[src/design/pctd_pkg.sv]
`default_nettype none

package pctd_pkg;

    // Widths of the tested value and of the trial-division datapath.
    localparam int unsigned VALUE_W = 32;
    localparam int unsigned DIV_W   = 17;   // divisor reaches 65536
    localparam int unsigned SQ_W    = 33;   // divisor squared reaches 2**32
    localparam int unsigned REM_W   = 16;   // remainder stays below 65536
    localparam int unsigned STEP_W  = 5;    // counts the 32 remainder steps
    localparam int unsigned TALLY_W = 4;

    localparam logic [VALUE_W-1:0] SMALLEST_PRIME = 32'd2;
    localparam logic [DIV_W-1:0]   FIRST_DIVISOR  = 17'd2;
    localparam logic [SQ_W-1:0]    FIRST_SQUARE   = 33'd4;
    localparam logic [TALLY_W-1:0] TALLY_MAX      = 4'd15;

    // Sequencer states.
    typedef enum logic [1:0] {
        ST_IDLE,
        ST_CHECK,
        ST_WAIT,
        ST_DONE
    } seq_state_t;

    // Request to the remainder unit.
    typedef struct packed {
        logic               start;
        logic [VALUE_W-1:0] dividend;
        logic [DIV_W-1:0]   divisor;
    } rem_cmd_t;

    // Status from the remainder unit.
    typedef struct packed {
        logic done;
        logic zero;
    } rem_sts_t;

endpackage

`default_nettype wire

[src/design/pctd_rem.sv]
`default_nettype none

// Bit-serial restoring remainder unit: one dividend bit per cycle.
module pctd_rem
    import pctd_pkg::*;
(
    input  wire logic     aclk,
    input  wire logic     aresetn,
    input  wire rem_cmd_t cmd,
    output rem_sts_t      sts
);

    logic               busy_reg;
    logic               done_reg;
    logic               zero_reg;
    logic [STEP_W-1:0]  step_reg;
    logic [VALUE_W-1:0] shift_reg;
    logic [REM_W-1:0]   rem_reg;
    logic [DIV_W-1:0]   divisor_reg;

    logic [DIV_W-1:0]   trial;
    logic [REM_W-1:0]   rem_next;

    // Shift in the next dividend bit and subtract the divisor when it fits.
    always_comb begin
        trial = {rem_reg, shift_reg[VALUE_W-1]};
        if (trial >= divisor_reg) begin
            rem_next = REM_W'(trial - divisor_reg);
        end else begin
            rem_next = trial[REM_W-1:0];
        end
    end

    always_ff @(posedge aclk) begin
        if (!aresetn) begin
            busy_reg <= 1'b0;
            done_reg <= 1'b0;
        end else begin
            done_reg <= 1'b0;
            if (cmd.start) begin
                busy_reg    <= 1'b1;
                step_reg    <= STEP_W'(VALUE_W - 1);
                shift_reg   <= cmd.dividend;
                rem_reg     <= '0;
                divisor_reg <= cmd.divisor;
            end else if (busy_reg) begin
                rem_reg   <= rem_next;
                shift_reg <= shift_reg << 1;
                step_reg  <= step_reg - 1'b1;
                if (step_reg == '0) begin
                    busy_reg <= 1'b0;
                    done_reg <= 1'b1;
                    zero_reg <= (rem_next == '0);
                end
            end
        end
    end

    assign sts.done = done_reg;
    assign sts.zero = zero_reg;

endmodule

`default_nettype wire

[src/design/pctd_seq.sv]
`default_nettype none

// Trial-division sequencer: walks the divisors and keeps the running square.
module pctd_seq
    import pctd_pkg::*;
(
    input  wire logic               aclk,
    input  wire logic               aresetn,
    input  wire logic               accept,
    input  wire logic [VALUE_W-1:0] value,
    output logic                    idle,
    output logic                    res_valid,
    output logic                    res_prime,
    input  wire logic               res_take,
    output rem_cmd_t                cmd,
    input  wire rem_sts_t           sts
);

    seq_state_t         state_reg, state_next;
    logic [VALUE_W-1:0] value_reg;
    logic [DIV_W-1:0]   div_reg, div_next;
    logic [SQ_W-1:0]    sq_reg, sq_next;
    logic               prime_reg, prime_next;

    always_ff @(posedge aclk) begin
        if (!aresetn) begin
            state_reg <= ST_IDLE;
        end else begin
            state_reg <= state_next;
        end
    end

    always_ff @(posedge aclk) begin
        if (accept) begin
            value_reg <= value;
        end
        div_reg   <= div_next;
        sq_reg    <= sq_next;
        prime_reg <= prime_next;
    end

    // Next state, next divisor and square, and the request to the remainder unit.
    always_comb begin
        state_next   = state_reg;
        div_next     = div_reg;
        sq_next      = sq_reg;
        prime_next   = prime_reg;
        cmd.start    = 1'b0;
        cmd.dividend = value_reg;
        cmd.divisor  = div_reg;
        unique case (state_reg)
            ST_IDLE: begin
                if (accept) begin
                    div_next   = FIRST_DIVISOR;
                    sq_next    = FIRST_SQUARE;
                    state_next = ST_CHECK;
                end
            end
            ST_CHECK: begin
                if (value_reg < SMALLEST_PRIME) begin
                    prime_next = 1'b0;
                    state_next = ST_DONE;
                end else if (sq_reg > {1'b0, value_reg}) begin
                    prime_next = 1'b1;
                    state_next = ST_DONE;
                end else begin
                    cmd.start  = 1'b1;
                    state_next = ST_WAIT;
                end
            end
            ST_WAIT: begin
                if (sts.done) begin
                    if (sts.zero) begin
                        prime_next = 1'b0;
                        state_next = ST_DONE;
                    end else begin
                        // (d + 1)^2 = d^2 + 2d + 1
                        div_next   = div_reg + 1'b1;
                        sq_next    = sq_reg + SQ_W'({div_reg, 1'b1});
                        state_next = ST_CHECK;
                    end
                end
            end
            ST_DONE: begin
                if (res_take) begin
                    state_next = ST_IDLE;
                end
            end
            default: begin
                state_next = ST_IDLE;
            end
        endcase
    end

    assign idle      = (state_reg == ST_IDLE);
    assign res_valid = (state_reg == ST_DONE);
    assign res_prime = prime_reg;

endmodule

`default_nettype wire

[src/design/prime_count_trial_division.sv]
// Primality tester with a per-packet prime count. Each input beat carries one
// unsigned 32-bit value; the block tests it by trial division with divisors
// 2, 3, 4, ... while the divisor squared stays at or below the value, and stops
// at the first divisor that divides it. Zero and one are reported not prime.
// Each result beat gives the prime flag, the primes counted so far in the
// current packet of PACKET_LENGTH values (saturating at 15), and a mark on the
// last beat of each packet. One value is in work at a time: s_ready is low from
// acceptance until the result moves into the output register. Values below 4
// finish without a remainder pass; every other value runs the bit-serial
// remainder unit once per divisor tried, 32 steps each, plus issue and check.
// The output register lets the next value start while the previous result
// waits for m_ready.
`default_nettype none

module prime_count_trial_division
    import pctd_pkg::*;
#(
    parameter int unsigned PACKET_LENGTH = 10
)
(
    input  wire logic               aclk,
    input  wire logic               aresetn,
    input  wire logic               s_valid,
    output logic                    s_ready,
    input  wire logic [VALUE_W-1:0] s_value,
    output logic                    m_valid,
    input  wire logic               m_ready,
    output logic                    m_is_prime,
    output logic [TALLY_W-1:0]      m_packet_primes,
    output logic                    m_packet_end
);

    localparam int unsigned POS_W = (PACKET_LENGTH > 1) ? $clog2(PACKET_LENGTH) : 1;

    rem_cmd_t rem_cmd;
    rem_sts_t rem_sts;

    logic seq_idle;
    logic res_valid;
    logic res_prime;
    logic res_take;

    logic               m_valid_reg;
    logic               is_prime_reg;
    logic               end_reg;
    logic [POS_W-1:0]   pos_reg, pos_next;
    logic [TALLY_W-1:0] tally_reg, tally_next;
    logic [TALLY_W-1:0] tally_base;
    logic               last;

    assign s_ready = seq_idle;

    pctd_seq u_seq (
        .aclk      (aclk),
        .aresetn   (aresetn),
        .accept    (s_valid && s_ready),
        .value     (s_value),
        .idle      (seq_idle),
        .res_valid (res_valid),
        .res_prime (res_prime),
        .res_take  (res_take),
        .cmd       (rem_cmd),
        .sts       (rem_sts)
    );

    pctd_rem u_rem (
        .aclk    (aclk),
        .aresetn (aresetn),
        .cmd     (rem_cmd),
        .sts     (rem_sts)
    );

    // A finished result moves into the output register once that is free.
    assign res_take = res_valid && (!m_valid_reg || m_ready);

    // Packet position and prime tally; the tally restarts with each packet.
    always_comb begin
        last       = (pos_reg == POS_W'(PACKET_LENGTH - 1));
        pos_next   = last ? '0 : pos_reg + 1'b1;
        tally_base = (pos_reg == '0) ? '0 : tally_reg;
        if (res_prime && (tally_base != TALLY_MAX)) begin
            tally_next = tally_base + 1'b1;
        end else begin
            tally_next = tally_base;
        end
    end

    always_ff @(posedge aclk) begin
        if (!aresetn) begin
            m_valid_reg <= 1'b0;
            pos_reg     <= '0;
            tally_reg   <= '0;
        end else begin
            if (res_take) begin
                m_valid_reg <= 1'b1;
                pos_reg     <= pos_next;
                tally_reg   <= tally_next;
            end else if (m_ready) begin
                m_valid_reg <= 1'b0;
            end
        end
    end

    always_ff @(posedge aclk) begin
        if (res_take) begin
            is_prime_reg <= res_prime;
            end_reg      <= last;
        end
    end

    assign m_valid         = m_valid_reg;
    assign m_is_prime      = is_prime_reg;
    assign m_packet_primes = tally_reg;
    assign m_packet_end    = end_reg;

endmodule

`default_nettype wire

[config.mk]
export PLATFORM = sky130hd
export DESIGN_NAME = prime_count_trial_division
export DESIGN_NICKNAME = d
export VERILOG_FILES = /design/src/design/pctd_pkg.sv /design/src/design/pctd_rem.sv /design/src/design/pctd_seq.sv /design/src/design/prime_count_trial_division.sv
export SDC_FILE = /design/constraint.sdc
export NUM_CORES = 1
export LEC_CHECK = 0
export ABC_CLOCK_PERIOD_IN_PS = 20100
export BUFFER_PORTS_ARGS = -buffer_cell sky130_fd_sc_hd__buf_4
export CORE_ASPECT_RATIO = 0.7
export CORE_MARGIN = 2
export CORE_UTILIZATION = 45
export CTS_CLUSTER_DIAMETER = 200
export DETAILED_ROUTE_END_ITERATION = 6
export GPL_TIMING_DRIVEN = 0
export PLACE_DENSITY_LB_ADDON = 0.12
export SETUP_SLACK_MARGIN = 0.15
export SYNTH_ARGS = -nofsm -noshare
export SYNTH_HDL_FRONTEND = slang
export SYNTH_SLANG_ARGS = --single-unit
[constraint.sdc]
create_clock -name aclk -period 20.1 [get_ports aclk]
set_clock_uncertainty 0.1 [all_clocks]
set_input_delay 6.03 -clock aclk [delete_from_list [all_inputs] [get_ports aclk]]
set_output_delay 6.03 -clock aclk [all_outputs]
set_load 0.005 [all_outputs]
# ---- After elaboration in Yosys (flattened, before gate mapping)
# Cells that the tools add are included.
# W data, S select, Z words.
dict set report word_totals {
  ff_bits 169
  output_inout_bits 8
  elab_cells 97
}
dict set report op_classes {
  n_addsub 6
  n_lt_le_gt_ge 3
  n_eq_ne 11
  muxes 37
  bitwise_logic 3
  n_reduce_logical 20
}
# op count
set op_table {}
lappend op_table {{$mux W33} 3}
lappend op_table {{$pmux W33 S2} 1}
lappend op_table {{$mux W32} 2}
lappend op_table {{$mux W17} 3}
lappend op_table {{$pmux W17 S2} 1}
lappend op_table {{$add A33 B18 Y33} 1}
lappend op_table {{$gt A33 B32 Y1} 1}
lappend op_table {{$lt A32 B2 Y1 const B} 1}
lappend op_table {{$mux W16} 2}
lappend op_table {{$add A17 B1 Y17 const B} 1}
lappend op_table {{$ge A17 B17 Y1} 1}
lappend op_table {{$logic_not A16 Y1} 1}
lappend op_table {{$sub A16 B16 Y16} 1}
lappend op_table {{$mux W1} 14}
lappend op_table {{$mux W4} 3}
lappend op_table {{$reduce_and A4 Y1} 3}
lappend op_table {{$mux W2} 5}
lappend op_table {{$add A4 B1 Y4 const B} 2}
lappend op_table {{$ne A2 B1 Y1 const B} 4}
lappend op_table {{$pmux W2 S4} 1}
lappend op_table {{$reduce_bool A2 Y1} 4}
lappend op_table {{$logic_not A5 Y1} 1}
lappend op_table {{$mux W5} 1}
lappend op_table {{$sub A5 B1 Y5 const B} 1}
lappend op_table {{other kinds (16)} 22}

# ---- Longest topological paths before layout
dict set report logic_depth {
  ltp_word 6
  mapped_depth 13
  mapped_depth_nobuf 12
}

# ---- Cells and area by module
# A second synthesis with hierarchy kept.
dict set report unflattened {
  cells_unflattened 959
  area_unflattened_um2 10292.4
}
# module n_inst cells_each area_each_um2 seq_area_each_um2
set by_module_without_submodules {}
lappend by_module_without_submodules {pctd_seq 1 538 5441.5 2532.4}
lappend by_module_without_submodules {pctd_rem 1 358 4261.6 2172.1}
lappend by_module_without_submodules {prime_count_trial_division 1 63 589.3 240.2}

# ---- Worst setup path before layout
# OpenSTA, ideal clock, no wires.
dict set report synth_path {
  path_kind {input to register}
  startpoint {in aresetn}
  endpoint {reg u_rem.rem_reg[0], enable pin}
  setup_ns 0.537
  arrival_time_ns 9.825
  path_slack_ns 9.638
  path_stages 2
  path_buffers 0
  path_cell_list {inv_1 > o21ai_0}
}
dict set report synth_between {
  elab_chain_cells 1
}
# item line_no
set synth_lines {}
lappend synth_lines {{start, declared} prime_count_trial_division.sv:22} ;# input wire logic aresetn,
lappend synth_lines {{$reduce_and A2 Y1 (no line)} --}
lappend synth_lines {{end signal, assigned} pctd_rem.sv:47} ;# rem_reg <= rem_next;
lappend synth_lines {{end, declared} pctd_rem.sv:18} ;# logic [REM_W-1:0] rem_reg;
# No other way between the ends.
# A chain may end at the register's enable or synchronous reset.

# ---- Final worst setup path
dict set report layout_path {
  startpoint {in s_valid}
  endpoint {reg u_seq.sq_reg[6], enable pin}
}
dict set report layout_between {
  elab_chain_cells 3
}
# item line_no
set layout_lines {}
lappend layout_lines {{start, declared} prime_count_trial_division.sv:23} ;# input wire logic s_valid,
lappend layout_lines {{$logic_and A1 B1 Y1} prime_count_trial_division.sv:56} ;# .accept (s_valid && s_ready),
lappend layout_lines {{named net u_seq.accept} pctd_seq.sv:9} ;# input wire logic accept,
lappend layout_lines {{$ne A2 B1 Y1 (no line)} --}
lappend layout_lines {{$reduce_and A4 Y1 (no line)} --}
lappend layout_lines {{end signal, assigned} pctd_seq.sv:38} ;# sq_reg <= sq_next;
lappend layout_lines {{end, declared} pctd_seq.sv:22} ;# logic [SQ_W-1:0] sq_reg, sq_next;
# The timed path passes the listed nets, and every way through them passes these cells.

==> impl_metrics.csv <==
group,metric,value,unit
final_layout,final_util,0.528,
global_routing,grt_usage,0.199,
synthesis,synth_most_common_cell,"edfxtp_1",
clock_network,cts_resized,0,
synthesis,synthCells,847,
worst_setup_path,worstSetupPathType,"input port to flop",
placed_design,place_area,0.0104,mm2
timing,slew_viol_final,0,
routing,drt_iter0_drc,528,
final_layout,syn_to_final_growth,14.5,%
synthesis,ys.warnings.count,0,
synthesis,synthDistinctLibCells,71,
synthesis,ys.flop_type,"edfxtp_1",
clock_network,cts_hold_buf,0,
timing,setup_viol,0,
routing,antenna_left,0,
timing,grt_setup_unrepaired,"no",
clock_network,cts.sinks,169,
global_routing,grt_pass1_vias,6214,
floorplan,die_area,0.0226,mm2
placed_design,dpl.hpwl,15.3,mm
timing,fin_crit_sh,0.376,
global_routing,grt-ovfl-total,0,
final_layout,fillerInstances,1823,
global_routing,antenna_found_initial,0,
power_and_ir_drop,power.total,1020,uW
timing,fmax,132,MHz
worst_setup_path,endpoint_kind,"flop",
placed_design,port_buffers,43,
floorplan,initial_utilization,0.461,
worst_setup_path,r2r_slack,16.15,ns
final_layout,stdcell_area,0.0110,mm2
status,status,"finished clean",
global_routing,grt_max_degree,34,
floorplan,rows,44,
placed_design,place.gp.congestion,0.864,
routing,routedWlPerCell,17.4,um
timing,slew_headroom,0.415,
clock_network,cts_max_path_buffers,2,
timing,hold_viol,0,
worst_setup_path,arrival,7.59,ns
job,maxCapViolCount,0,
synthesis,synthArstFlopShare,0,
routing,vias,6550,
synthesis,synth_seq_cells,169,
synthesis,synth_top_area_frac,0.487,
hold_path,holdCritPathClass,"flop to flop",
final_layout,nets,1019,
routing,avgViaCountPerCell,5.45,
final_layout,antenna_cells,0,
synthesis,postSynthAreaPerCell,11.4,um2
final_layout,layout-drive-gt1-share,0.149,
clock_network,cts_max_level,4,
floorplan,fp.dieH,126,um
synthesis,syn-num-nets,954,
power_and_ir_drop,leakagePower,0.00438,uW
synthesis,synthTopCellsByArea,"edfxtp_1 49%, ha_1 9.0%, nor2_1 3.9%",
worst_setup_path,cp_max_fo,33,
power_and_ir_drop,power_density,92.2,mW/mm2
synthesis,synth_common_cells,"156 x edfxtp_1, 100 x nor2_1, 69 x ha_1",
routing,drc_errors,0,
clock_network,insertion_delay,0.44,ns
synthesis,seq_area_frac_synth,0.514,
synthesis,yosys.area.top_type,"edfxtp_1",
clock_network,clk_pin_slew,0.06,ns
global_routing,grt_pass1_wl,34.4,mm
routing,route.final.wire_length,20.8,mm
power_and_ir_drop,vdd_drop_max,0.0746,mV
floorplan,core,0.0209,mm2
synthesis,syn_area,0.00962,mm2
clock_network,cts_made_buffers,17,
final_layout,largest_reg_flops,33,
clock_network,cts_tree,"done",
routing,firstDrtPassIters,6,
clock_network,cts_setup_buffers,0,
floorplan,die_w,179,um
floorplan,io_pins,44,
worst_setup_path,critPathLaunchType,"input port",
clock_network,clockRootBuffer,"clkbuf_16",
timing,fin_crit,7.55,ns
worst_setup_path,cp.required,20.14,ns
timing,worst_pin_slew,0.877,ns
timing,fin_setup_tns,0,ns
timing,whs,0.422,ns
synthesis,synth-edff-count,156,
metrics by stage:
step	setup WS (ns)	cells
floorplan	9.64	847
global placement	6.95	1166
detailed placement	11.91	1169
CTS	12.37	1201
global route	12.44	1201
finish	12.55	1201
final timing paths:
path / from / endpoint / cells past startpoint
setup / recovery: s_valid / u_seq.sq_reg[6]$_SDFFCE_PN0P_ / 4
hold / removal: pos_reg[3]$_SDFFE_PN0P_ / pos_reg[3]$_SDFFE_PN0P_ / 2
setup reg to reg: u_seq.sq_reg[29]$_SDFFCE_PN0P_ / u_rem.shift_reg[5]$_DFFE_PP_ / 8
hold reg to reg: pos_reg[3]$_SDFFE_PN0P_ / pos_reg[3]$_SDFFE_PN0P_ / 2
metal layers:
layer	wire [um]	GRT usage	part of all wire
met1	11600	0.329	0.55
met2	8100	0.260	0.39
met3	969	0.0381	0.046
met4	211	0.0488	0.010
met5	0	0	0
report_power, final:
part,internal [uW],total [uW],leakage [uW],switching [uW]
combinational,93.8,214,0.00251,121
sequential,429,457,0.00157,27.5
clock,197,344,0.000307,147
area by class of cell:
class / instances / area [um2] / area share
Buffer: 21 / 129 / 0.0117
Clock buffer: 23 / 554 / 0.0503
Clock inverter: 9 / 70.1 / 0.00636
Inverter: 65 / 244 / 0.0222
Multi-Input combinational cell: 592 / 4330 / 0.393
Sequential cell: 169 / 4940 / 0.449
Tap cell: 276 / 345 / 0.0314
Timing Repair Buffer: 46 / 398 / 0.0361
worst max-delay path, cell delays in order:
cell and delay, ns:
buf_4 0.08, and2_2 0.69, o21bai_4 0.48, buf_12 0.28
layout by cell type, fill, tap and decap left out, types with 4 or more instances in the layout:
master	instances
a211oi_1	7
a21o_1	21
a21oi_1	39
and3_1	6
buf_4	45
buf_6	5
clkbuf_1	11
clkbuf_16	22
dfxtp_1	13
edfxtp_1	156
ha_1	69
inv_1	65
inv_6	4
mux2_2	13
mux2_4	18
mux2i_1	16
nand2_1	37
nand2b_1	12
nand3_1	25
nand4_1	20
nor2_1	99
nor2b_1	8
nor3_1	14
nor4_1	15
o211ai_1	7
o21a_1	6
o21ai_0	25
o21bai_1	6
o22ai_1	5
or2_2	5
or3_1	6
xnor2_1	26
xor2_1	29
kinds of logic after synthesis:
group | synth area share
AO/OA/AOI/OAI | 0.102
multiplexers | 0.0600
flip-flops | 0.514
AND/OR/NAND/NOR | 0.141
XOR/XNOR | 0.0501
adder cells (fa/ha/maj) | 0.0939
buffers and inverters | 0.0388
No activity file was read; power rests on OpenSTA's default activity.
